## src/rtl/core/tse_pkg.sv

```systemverilog
// ---------------------------------------------------------------------------
// tse_pkg: shared constants and types
// Widths, fixed-point scales and divider sizing for the Taylor-series
// exponential block.
// ---------------------------------------------------------------------------
package tse_pkg;

   // Payload widths
   localparam int A_W   = 16;   // exponent, signed Q3.12
   localparam int K_W   = 5;    // last term index
   localparam int TERM_W = 32;  // terms and sum, signed

   // Fraction bits of the exponent (divide by 4096)
   localparam int A_FRACTION_BITS = 12;

   // Parameter defaults for the top level
   localparam int MAX_TERM_INDEX_DEFAULT = 20;
   localparam int FRACTION_BITS_DEFAULT  = 16;

   // term * a product and the pre-shifted dividend
   localparam int PROD_W = TERM_W + A_W;
   localparam int DIV_W  = PROD_W - A_FRACTION_BITS;

   // Divider retires this many quotient bits per cycle
   localparam int DIV_STEP_BITS = 6;
   localparam int DIV_CYCLES    = (DIV_W + DIV_STEP_BITS - 1) / DIV_STEP_BITS;
   localparam int DIV_CNT_W     = $clog2(DIV_CYCLES);

   localparam logic signed [TERM_W-1:0] TERM_MAX = {1'b0, {(TERM_W-1){1'b1}}};
   localparam logic signed [TERM_W-1:0] TERM_MIN = {1'b1, {(TERM_W-1){1'b0}}};

   // Divider status seen by the sequencer
   typedef struct packed {
      logic busy;
      logic done;
   } div_stat_type;

endpackage

```

## src/rtl/core/tse_req_if.sv

```systemverilog
// ---------------------------------------------------------------------------
// tse_req_if: request channel
// Valid/ready channel carrying the exponent and the last term index.
// ---------------------------------------------------------------------------
interface tse_req_if;
   logic                          valid;
   logic                          ready;
   logic signed [tse_pkg::A_W-1:0] a_value;
   logic [tse_pkg::K_W-1:0]        last_term_index;

   modport source (output valid, output a_value, output last_term_index, input ready);
   modport sink   (input valid, input a_value, input last_term_index, output ready);
endinterface

```

## src/rtl/core/tse_rsp_if.sv

```systemverilog
// ---------------------------------------------------------------------------
// tse_rsp_if: response channel
// Valid/ready channel carrying the series sum and the saturation flag.
// ---------------------------------------------------------------------------
interface tse_rsp_if;
   logic                              valid;
   logic                              ready;
   logic signed [tse_pkg::TERM_W-1:0] sum_value;
   logic                              saturated;

   modport source (output valid, output sum_value, output saturated, input ready);
   modport sink   (input valid, input sum_value, input saturated, output ready);
endinterface

```

## src/rtl/core/tse_div.sv

```systemverilog
// ---------------------------------------------------------------------------
// tse_div: multi-cycle unsigned divider
// Divides a wide dividend by a small term index, retiring several
// restoring-division bits per cycle. Quotient holds until the next start.
// ---------------------------------------------------------------------------
module tse_div (
   input  logic                           clock,
   input  logic                           reset,
   input  logic                           start,
   input  logic [tse_pkg::DIV_W-1:0]      dividend,
   input  logic [tse_pkg::K_W-1:0]        divisor,
   output logic [tse_pkg::DIV_W-1:0]      quotient,
   output tse_pkg::div_stat_type          stat
);

   logic [tse_pkg::DIV_W-1:0]     dvd_ff, dvd_in;
   logic [tse_pkg::DIV_W-1:0]     quo_ff, quo_in;
   logic [tse_pkg::K_W-1:0]       rem_ff, rem_in;
   logic [tse_pkg::K_W-1:0]       dsr_ff;
   logic [tse_pkg::DIV_CNT_W-1:0] cnt_ff;
   logic                          busy_ff;
   logic                          done_ff;

   // Several dependent compare/subtract steps on the narrow remainder
   always_comb begin
      logic [tse_pkg::K_W:0] trial;
      logic                  qbit;
      dvd_in = dvd_ff;
      quo_in = quo_ff;
      rem_in = rem_ff;
      for (int i = 0; i < tse_pkg::DIV_STEP_BITS; i++) begin
         trial  = {rem_in, dvd_in[tse_pkg::DIV_W-1]};
         dvd_in = {dvd_in[tse_pkg::DIV_W-2:0], 1'b0};
         qbit   = (trial >= {1'b0, dsr_ff});
         if (qbit) begin
            trial = trial - {1'b0, dsr_ff};
         end
         rem_in = trial[tse_pkg::K_W-1:0];
         quo_in = {quo_in[tse_pkg::DIV_W-2:0], qbit};
      end
   end

   always_ff @(posedge clock) begin
      if (reset) begin
         busy_ff <= 1'b0;
         done_ff <= 1'b0;
         cnt_ff  <= '0;
      end else begin
         done_ff <= 1'b0;
         if (start) begin
            busy_ff <= 1'b1;
            cnt_ff  <= '0;
         end else if (busy_ff) begin
            cnt_ff <= cnt_ff + tse_pkg::DIV_CNT_W'(1);
            if (cnt_ff == tse_pkg::DIV_CNT_W'(tse_pkg::DIV_CYCLES - 1)) begin
               busy_ff <= 1'b0;
               done_ff <= 1'b1;
            end
         end
      end
   end

   always_ff @(posedge clock) begin
      if (start) begin
         dvd_ff <= dividend;
         dsr_ff <= divisor;
         rem_ff <= '0;
         quo_ff <= '0;
      end else if (busy_ff) begin
         dvd_ff <= dvd_in;
         rem_ff <= rem_in;
         quo_ff <= quo_in;
      end
   end

   assign quotient  = quo_ff;
   assign stat.busy = busy_ff;
   assign stat.done = done_ff;

endmodule

```

## src/rtl/core/taylor_series_exponential.sv

```systemverilog
// ---------------------------------------------------------------------------
// taylor_series_exponential: truncated Maclaurin series for e^a
// Sums a^n/n! for n = 0..k in fixed point with one shared multiplier and
// one shared multi-cycle divider under a small sequencer.
// ---------------------------------------------------------------------------
// Usage:
//   req_ch carries a_value (signed Q3.12) and last_term_index k; a beat is
//   taken only while the block is idle. Indexes above MAX_TERM_INDEX are
//   clamped to it.
//   rsp_ch returns sum_value (signed, FRACTION_BITS fraction bits) and
//   saturated, raised if any term or partial sum clipped to 32 bits.
// Sequence:
//   Each term passes through a multiply step, a round/prepare step, the
//   divider's iterations plus a handoff, and an accumulate step. At k = 0
//   rsp valid rises in the cycle after the request beat. One item is in
//   flight at a time: a new request beat is taken only after the receiver
//   has taken the previous response.
// Reset:
//   Synchronous reset returns the sequencer to idle, drops rsp valid and
//   aborts any item in progress.
// Stall:
//   A finished result waits in the output registers with rsp valid high
//   until the receiver takes it; no new request is taken meanwhile.
// ---------------------------------------------------------------------------
module taylor_series_exponential #(
   parameter int MAX_TERM_INDEX = tse_pkg::MAX_TERM_INDEX_DEFAULT,
   parameter int FRACTION_BITS  = tse_pkg::FRACTION_BITS_DEFAULT
) (
   input  logic      clock,
   input  logic      reset,
   tse_req_if.sink   req_ch,
   tse_rsp_if.source rsp_ch
);

   typedef enum logic [2:0] {
      ST_IDLE,
      ST_MUL,
      ST_PREP,
      ST_DIV,
      ST_ACC,
      ST_DONE
   } state_type;

   state_type                           state_ff;
   logic signed [tse_pkg::A_W-1:0]      a_ff;
   logic [tse_pkg::K_W-1:0]             k_ff, k_in;
   logic [tse_pkg::K_W-1:0]             n_ff;
   logic signed [tse_pkg::TERM_W-1:0]   term_ff, term_in;
   logic signed [tse_pkg::TERM_W-1:0]   sum_ff, sum_in;
   logic                                sat_ff, sat_in;
   logic signed [tse_pkg::PROD_W-1:0]   prod_ff, prod_in;
   logic                                neg_ff;

   logic [tse_pkg::PROD_W-1:0]          mag;
   logic [tse_pkg::PROD_W-1:0]          rnd;
   logic [tse_pkg::DIV_W-1:0]           div_dividend;
   logic [tse_pkg::DIV_W-1:0]           div_quotient;
   logic                                div_start;
   tse_pkg::div_stat_type               div_stat;
   logic                                term_sat;
   logic signed [tse_pkg::TERM_W:0]     sum_wide;

   localparam logic [tse_pkg::DIV_W-1:0] POS_LIMIT =
      tse_pkg::DIV_W'({1'b0, tse_pkg::TERM_MAX});
   localparam logic [tse_pkg::DIV_W-1:0] NEG_LIMIT =
      tse_pkg::DIV_W'(1) << (tse_pkg::TERM_W - 1);
   localparam logic signed [tse_pkg::TERM_W-1:0] TERM_ONE =
      tse_pkg::TERM_W'(1) << FRACTION_BITS;

   // Clamp the requested index
   assign k_in = (req_ch.last_term_index > tse_pkg::K_W'(MAX_TERM_INDEX)) ?
                 tse_pkg::K_W'(MAX_TERM_INDEX) : req_ch.last_term_index;

   // Shared multiplier: previous term times a
   assign prod_in = term_ff * a_ff;

   // Round to nearest, ties away: |p| + 2048*n, then floor by 4096*n.
   // The 4096 goes out as a shift, the n through the divider.
   assign mag = prod_ff[tse_pkg::PROD_W-1] ? tse_pkg::PROD_W'(-prod_ff) :
                tse_pkg::PROD_W'(prod_ff);
   assign rnd = mag + (tse_pkg::PROD_W'(n_ff) << (tse_pkg::A_FRACTION_BITS - 1));
   assign div_dividend = rnd[tse_pkg::PROD_W-1 -: tse_pkg::DIV_W];
   assign div_start    = (state_ff == ST_PREP);

   tse_div u_div (
      .clock    (clock),
      .reset    (reset),
      .start    (div_start),
      .dividend (div_dividend),
      .divisor  (n_ff),
      .quotient (div_quotient),
      .stat     (div_stat)
   );

   // Re-apply sign and clip the new term, then accumulate with clipping
   always_comb begin
      term_sat = 1'b0;
      if (!neg_ff) begin
         if (div_quotient > POS_LIMIT) begin
            term_in  = tse_pkg::TERM_MAX;
            term_sat = 1'b1;
         end else begin
            term_in = $signed(div_quotient[tse_pkg::TERM_W-1:0]);
         end
      end else begin
         if (div_quotient > NEG_LIMIT) begin
            term_in  = tse_pkg::TERM_MIN;
            term_sat = 1'b1;
         end else begin
            term_in = -$signed(div_quotient[tse_pkg::TERM_W-1:0]);
         end
      end

      sum_wide = {sum_ff[tse_pkg::TERM_W-1], sum_ff} +
                 {term_in[tse_pkg::TERM_W-1], term_in};
      sat_in   = sat_ff | term_sat;
      // top two bits disagree: out of 32-bit range
      if (sum_wide[tse_pkg::TERM_W] != sum_wide[tse_pkg::TERM_W-1]) begin
         sum_in = sum_wide[tse_pkg::TERM_W] ? tse_pkg::TERM_MIN : tse_pkg::TERM_MAX;
         sat_in = 1'b1;
      end else begin
         sum_in = sum_wide[tse_pkg::TERM_W-1:0];
      end
   end

   // Sequencer and datapath registers
   always_ff @(posedge clock) begin
      if (reset) begin
         state_ff <= ST_IDLE;
      end else begin
         unique case (state_ff)
            ST_IDLE: begin
               if (req_ch.valid) begin
                  a_ff    <= req_ch.a_value;
                  k_ff    <= k_in;
                  n_ff    <= tse_pkg::K_W'(1);
                  term_ff <= TERM_ONE;
                  sum_ff  <= TERM_ONE;
                  sat_ff  <= 1'b0;
                  state_ff <= (k_in == '0) ? ST_DONE : ST_MUL;
               end
            end
            ST_MUL: begin
               prod_ff  <= prod_in;
               state_ff <= ST_PREP;
            end
            ST_PREP: begin
               neg_ff   <= prod_ff[tse_pkg::PROD_W-1];
               state_ff <= ST_DIV;
            end
            ST_DIV: begin
               if (div_stat.done) begin
                  state_ff <= ST_ACC;
               end
            end
            ST_ACC: begin
               term_ff <= term_in;
               sum_ff  <= sum_in;
               sat_ff  <= sat_in;
               if (n_ff == k_ff) begin
                  state_ff <= ST_DONE;
               end else begin
                  n_ff     <= n_ff + tse_pkg::K_W'(1);
                  state_ff <= ST_MUL;
               end
            end
            ST_DONE: begin
               if (rsp_ch.ready) begin
                  state_ff <= ST_IDLE;
               end
            end
            default: state_ff <= ST_IDLE;
         endcase
      end
   end

   assign req_ch.ready     = (state_ff == ST_IDLE);
   assign rsp_ch.valid     = (state_ff == ST_DONE);
   assign rsp_ch.sum_value = sum_ff;
   assign rsp_ch.saturated = sat_ff;

`ifndef SYNTHESIS
   // Request and response sides never open at once
   a_no_overlap: assert property (@(posedge clock) disable iff (reset)
      !(req_ch.ready && rsp_ch.valid))
      else $error("request ready while response valid");

   // Divider only finishes while the sequencer waits for it
   a_div_done_state: assert property (@(posedge clock) disable iff (reset)
      div_stat.done |-> (state_ff == ST_DIV))
      else $error("divider done outside wait state");

   // Divider is never restarted mid-division
   a_div_start_idle: assert property (@(posedge clock) disable iff (reset)
      div_start |-> !div_stat.busy)
      else $error("divider restarted while busy");

   // Term index stays within 1..k while accumulating
   a_term_index: assert property (@(posedge clock) disable iff (reset)
      (state_ff == ST_ACC) |-> ((n_ff != '0) && (n_ff <= k_ff)))
      else $error("term index out of range");
`endif

endmodule
```

## src/flat_wrapper.sv

```systemverilog
// flat-port wrapper written by rule: the top's interface ports become plain ports
module taylor_series_exponential_flat 
#(
   parameter int MAX_TERM_INDEX = tse_pkg::MAX_TERM_INDEX_DEFAULT,
   parameter int FRACTION_BITS  = tse_pkg::FRACTION_BITS_DEFAULT
)
  (clock, reset, req_ch_valid, req_ch_a_value, req_ch_last_term_index, req_ch_ready, rsp_ch_valid, rsp_ch_sum_value, rsp_ch_saturated, rsp_ch_ready);
  tse_req_if req_ch_i ();
  tse_rsp_if rsp_ch_i ();
  input  logic clock;
  input  logic reset;
  input wire logic [$bits(req_ch_i.valid)-1:0] req_ch_valid;
  input wire logic [$bits(req_ch_i.a_value)-1:0] req_ch_a_value;
  input wire logic [$bits(req_ch_i.last_term_index)-1:0] req_ch_last_term_index;
  output wire logic [$bits(req_ch_i.ready)-1:0] req_ch_ready;
  output wire logic [$bits(rsp_ch_i.valid)-1:0] rsp_ch_valid;
  output wire logic [$bits(rsp_ch_i.sum_value)-1:0] rsp_ch_sum_value;
  output wire logic [$bits(rsp_ch_i.saturated)-1:0] rsp_ch_saturated;
  input wire logic [$bits(rsp_ch_i.ready)-1:0] rsp_ch_ready;
  assign req_ch_i.valid = req_ch_valid;
  assign req_ch_i.a_value = req_ch_a_value;
  assign req_ch_i.last_term_index = req_ch_last_term_index;
  assign req_ch_ready = req_ch_i.ready;
  assign rsp_ch_valid = rsp_ch_i.valid;
  assign rsp_ch_sum_value = rsp_ch_i.sum_value;
  assign rsp_ch_saturated = rsp_ch_i.saturated;
  assign rsp_ch_i.ready = rsp_ch_ready;
  taylor_series_exponential #(.MAX_TERM_INDEX(MAX_TERM_INDEX), .FRACTION_BITS(FRACTION_BITS)) u_core (.clock(clock), .reset(reset), .req_ch(req_ch_i), .rsp_ch(rsp_ch_i));
endmodule
```

## config.mk

```make
export PLATFORM = sky130hd
export DESIGN_NAME = taylor_series_exponential_flat
export DESIGN_NICKNAME = d
export VERILOG_FILES = /design/src/rtl/core/tse_pkg.sv /design/src/rtl/core/tse_req_if.sv /design/src/rtl/core/tse_rsp_if.sv /design/src/rtl/core/tse_div.sv /design/src/rtl/core/taylor_series_exponential.sv /design/src/flat_wrapper.sv
export SDC_FILE = /design/constraint.sdc
export NUM_CORES = 2
export LEC_CHECK = 0
export BUFFER_PORTS_ARGS = -buffer_cell sky130_fd_sc_hd__buf_4
export CORE_ASPECT_RATIO = 0.5
export CORE_MARGIN = 2
export CORE_UTILIZATION = 45
export DETAILED_ROUTE_END_ITERATION = 8
export MAX_ROUTING_LAYER = met4
export PLACE_DENSITY = 0.63
export SKIP_CTS_REPAIR_TIMING = 1
export SYNTH_ARGS = -nofsm -noshare
export SYNTH_HDL_FRONTEND = slang
export SYNTH_SLANG_ARGS = --single-unit
```

## constraint.sdc

```tcl
create_clock -name clock -period 13.4 [get_ports clock]
set_input_delay 0 -clock clock [delete_from_list [all_inputs] [get_ports clock]]
set_output_delay 0 -clock clock [all_outputs]
set_load 0.05 [all_outputs]
```

==> load_flow_metrics.sql <==
INSERT INTO impl_metrics (metric_group, metric, value, unit) VALUES
('run_status', 'outcome', 'complete, no violations', ''),
('yosys', 'netlist_area', '0.0317', 'mm2'),
('timing', 'max_clock_freq', '88.1', 'MHz'),
('floorplanning', 'chipHeight', '192', 'um'),
('timing', 'final.setup.tns', '0', 'ns'),
('floorplanning', 'coreArea', '0.0693', 'mm2'),
('final_layout', 'antenna-diode-count', '0', ''),
('global_route', 'grt-ovfl-total', '0', ''),
('yosys', 'synth_top_area_share', '0.312', ''),
('yosys', 'yosys-mux-area-fraction', '0.0175', ''),
('clocking', 'cts-root-to-sink-buffers', '3', ''),
('routing', 'ant_nets', '0', ''),
('routing', 'drc', '0', ''),
('hold_path', 'worst_hold_path_type', 'input pin to flip-flop', ''),
('timing', 'maxSlewViolCount', '0', ''),
('yosys', 'post_synth_and_or_nand_nor_area_fraction', '0.167', ''),
('global_route', 'antenna_found_initial', '4', ''),
('yosys', 'synth_adder_area_share', '0.384', ''),
('final_layout', 'share_of_final_layout_standard_cells_stronger_than_drive_strength_1', '0.0523', ''),
('critical_path', 'crit_slowest_cell', 'mux2i_1', ''),
('routing', 'detailroute.via_count', '23800', ''),
('hold_path', 'min_delay_path_depth', '2', ''),
('timing', 'finalWorstPathRequiredPeriod', '11.35', 'ns'),
('yosys', 'syn-num-nets', '4127', ''),
('yosys', 'yosys_register_bits', '230', ''),
('routing', 'avgViaCountPerCell', '5.44', ''),
('clocking', 'tritoncts_clock_tree', 'done', ''),
('yosys', 'netlist_instances', '3424', ''),
('timing', 'timing.slew.headroom', '0.173', ''),
('yosys', 'post_synth.cell_area_avg', '9.26', 'um2'),
('timing', 'unrepaired_setup_endpoints_after_global_routing', 'false', ''),
('timing', 'timing.clock.skew', '0.0322', 'ns'),
('global_route', 'grt_pass1_vias', '23800', ''),
('yosys', 'asyncSetResetFlopFracSynth', '0', ''),
('clocking', 'insertion_delay', '0.58', 'ns'),
('placement', 'placement.io_buffers', '59', ''),
('critical_path', 'slowest_delay', '0.57', 'ns'),
('yosys', 'dominantRegCellSynth', 'edfxtp_1', ''),
('routing', 'drt-pass1-iter-count', '7', ''),
('timing', 'hold_viol', '0', ''),
('global_route', 'pin_count_of_the_biggest_net_entering_global_routing', '77', ''),
('yosys', 'synth_top_area_cell', 'fa_1', ''),
('yosys', 'synth_top_family_by_area', 'adder cells', ''),
('yosys', 'synth_compound_area_frac', '0.0957', ''),
('clocking', 'cts.sink_count', '230', ''),
('floorplanning', 'die_width', '379', 'um'),
('final_layout', 'fill_cells', '6550', ''),
('yosys', 'seq_area_frac_synth', '0.202', ''),
('yosys', 'synth_enable_flop_cells', '181', ''),
('clocking', 'htree_levels', '1', ''),
('global_route', 'grt_pass1_wl', '133000', 'um'),
('yosys', 'netlist-cell-type-count', '82', ''),
('placement', 'detailed_place_hpwl', '62700', 'um'),
('yosys', 'synth_top_cells_by_area', 'fa_1, edfxtp_1, ha_1', ''),
('critical_path', 'start_kind', 'flip-flop', ''),
('floorplanning', 'placement_rows', '68', ''),
('critical_path', 'rr_worst_depth', '43', ''),
('critical_path', 'worstSetupPathType', 'flip-flop to flip-flop', ''),
('clocking', 'clkSlewWorstSetupHoldPaths', '0.07', 'ns'),
('final_layout', 'multi_input_comb_area', '0.0225', 'mm2'),
('floorplanning', 'initial_core_util', '0.457', ''),
('floorplanning', 'design.die.area', '0.0727', 'mm2'),
('critical_path', 'worstPathRequired', '13.89', 'ns'),
('routing', 'drt-wirelength-per-cell', '18.9', 'um'),
('timing', 'final_min_period_over_clock_period', '0.847', ''),
('clocking', 'tritoncts.num_buffers', '25', ''),
('clocking', 'cts_root_buffer', 'clkbuf_16', ''),
('critical_path', 'worst_setup_path_end_kind', 'flip-flop', ''),
('routing', 'drt_first_iter_violations', '1868', ''),
('floorplanning', 'floorplan.io_pins', '60', ''),
('critical_path', 'critical_path.max_fanout', '8', ''),
('timing', 'worstMarginPinSlew', '1.23', 'ns'),
('final_layout', 'fin_nets', '4123', ''),
('timing', 'finalSetupViolations', '0', ''),
('critical_path', 'arrival', '11.84', 'ns'),
('yosys', 'synth_xor_xnor_area_share', '0.0450', ''),
('placement', 'place_congestion', '0.909', ''),
('final_layout', 'register_area', '0.00642', 'mm2'),
('global_route', 'grt.total_usage', '0.242', ''),
('yosys', 'synth.yosys.warnings', '0', ''),
('flow_run', 'maxCapViolCount', '0', ''),
('critical_path', 'timing.critical_path.mode_cell', 'a21oi_1', ''),
('routing', 'wirelength', '82900', 'um'),
('final_layout', 'area_growth', '7.54', '%');
[flip-flops by register name, summed over array words and instances (netlist names)]
name	flops
u_core.prod_ff	48
u_core.a_ff	16
u_core.u_div.done_ff	1
u_core.rsp_ch.saturated	1
u_core.neg_ff	1
u_core.u_div.rem_ff	5
u_core.state_ff	3
u_core.u_div.quotient	36
u_core.u_div.dvd_ff	36
u_core.u_div.dsr_ff	5
u_core.u_div.cnt_ff	3
u_core.rsp_ch.sum_value	32
u_core.n_ff	5
u_core.k_ff	5
u_core.u_div.busy_ff	1
u_core.term_ff	32
[layout by cell type (no fill, tap or decap), drive strengths merged, types with 8 or more instances in the layout]
master         n
and2         208
or4           11
mux2i         42
a21boi        11
dlygate4sd3   27
o21ai        113
o31ai         15
nor3b          8
a21o          49
ha           184
o311ai        24
clkinv        14
o21bai        15
inv          584
clkbuf        29
a211oi        15
a21oi        131
edfxtp       181
and3          19
nor2b         12
o21a          16
nor4          16
xnor2        109
nand3         32
nand2        466
nand4         10
a31oi         21
nor3          37
dfxtp         49
mux2          12
nor2         160
fa           494
buf           98
or3           24
xor2          54
nand2b        53
[synth_stat cells, drive strengths merged (8+ instances only)]
cell    count
a21o       49
xnor2     109
mux2i      42
and3       19
a21boi     11
or3        24
edfxtp    181
a31oi      21
nand2     466
fa        494
o31ai      15
o21a       16
or4        11
o21bai     15
nor4       16
nand2b     53
dfxtp      49
nor2      160
nor3       37
o311ai     24
clkbuf    145
a211oi     15
nor3b       8
nand4      10
inv       583
mux2       12
ha        184
xor2       54
nor2b      12
o21ai     113
and2      208
a21oi     131
nand3      32
buf        11
[critical path: cells and delay by family, from the launching register on]
family          cells  cell delay, ns
compound gates     17            3.63
fa+ha+maj           6            2.50
mux                 6            2.33
simple gates       13            1.94
flops               1            0.55
buf+inv             1            0.31
[per-layer routing]
layer	vias up	share of wire	track usage
met2	682	0.46	0.370
met5	-	0	-
li1	10900	-	-
met4	0	0.015	0.0363
met1	12100	0.47	0.348
met3	101	0.064	0.0350
[stage by stage]
step	setup WS (ns)	hold WS [ns]	cells	instance area [um2]	util
after detailed placement	2.21	0.180	4311	33000	0.477
after CTS	2.08	-0.434	4357	33800	0.488
after floorplan	3.78	0.0775	3424	31700	-
after global placement	2.08	0.178	4311	33000	0.477
final	2.05	0.139	4384	34100	0.492
after global routing	1.08	0.122	4384	34100	0.492
[final cells by class]
| cell class | count | area share |
|---|---|---|
| multi-input cells | 2453 | 0.660 |
| inverters | 585 | 0.0644 |
| clock buffers | 29 | 0.0188 |
| repair buffers | 125 | 0.0295 |
| well taps | 945 | 0.0347 |
| clock inverters | 17 | 0.00429 |
| flip-flops and latches | 230 | 0.188 |
[cells by family (layout without fill, tap and decap cells)]
| kind of cell | Yosys count | in the layout |
|---|---|---|
| AO/OA/AOI/OAI | 470 | 470 |
| XOR/XNOR | 163 | 163 |
| adder cells (fa/ha/maj) | 678 | 678 |
| buffers and inverters | 741 | 756 |
| flip-flops | 230 | 230 |
| multiplexers | 54 | 54 |
| AND/OR/NAND/NOR | 1088 | 1088 |
[final timing paths]
path | from | end | slack [ns]
setup / recovery | u_core.u_div.dsr_ff[1] | u_core.u_div.rem_ff[0] | 2.05
hold / removal | req_ch_a_value[14] | u_core.a_ff[14] | 0.14
setup reg to reg | u_core.u_div.dsr_ff[1] | u_core.u_div.rem_ff[0] | 2.05
hold reg to reg | u_core.u_div.quotient[35] | u_core.u_div.quotient[35] | 0.51
Power is not shown: default switching activity piles up to over one toggle a cycle in this logic, so the estimate is an artifact.
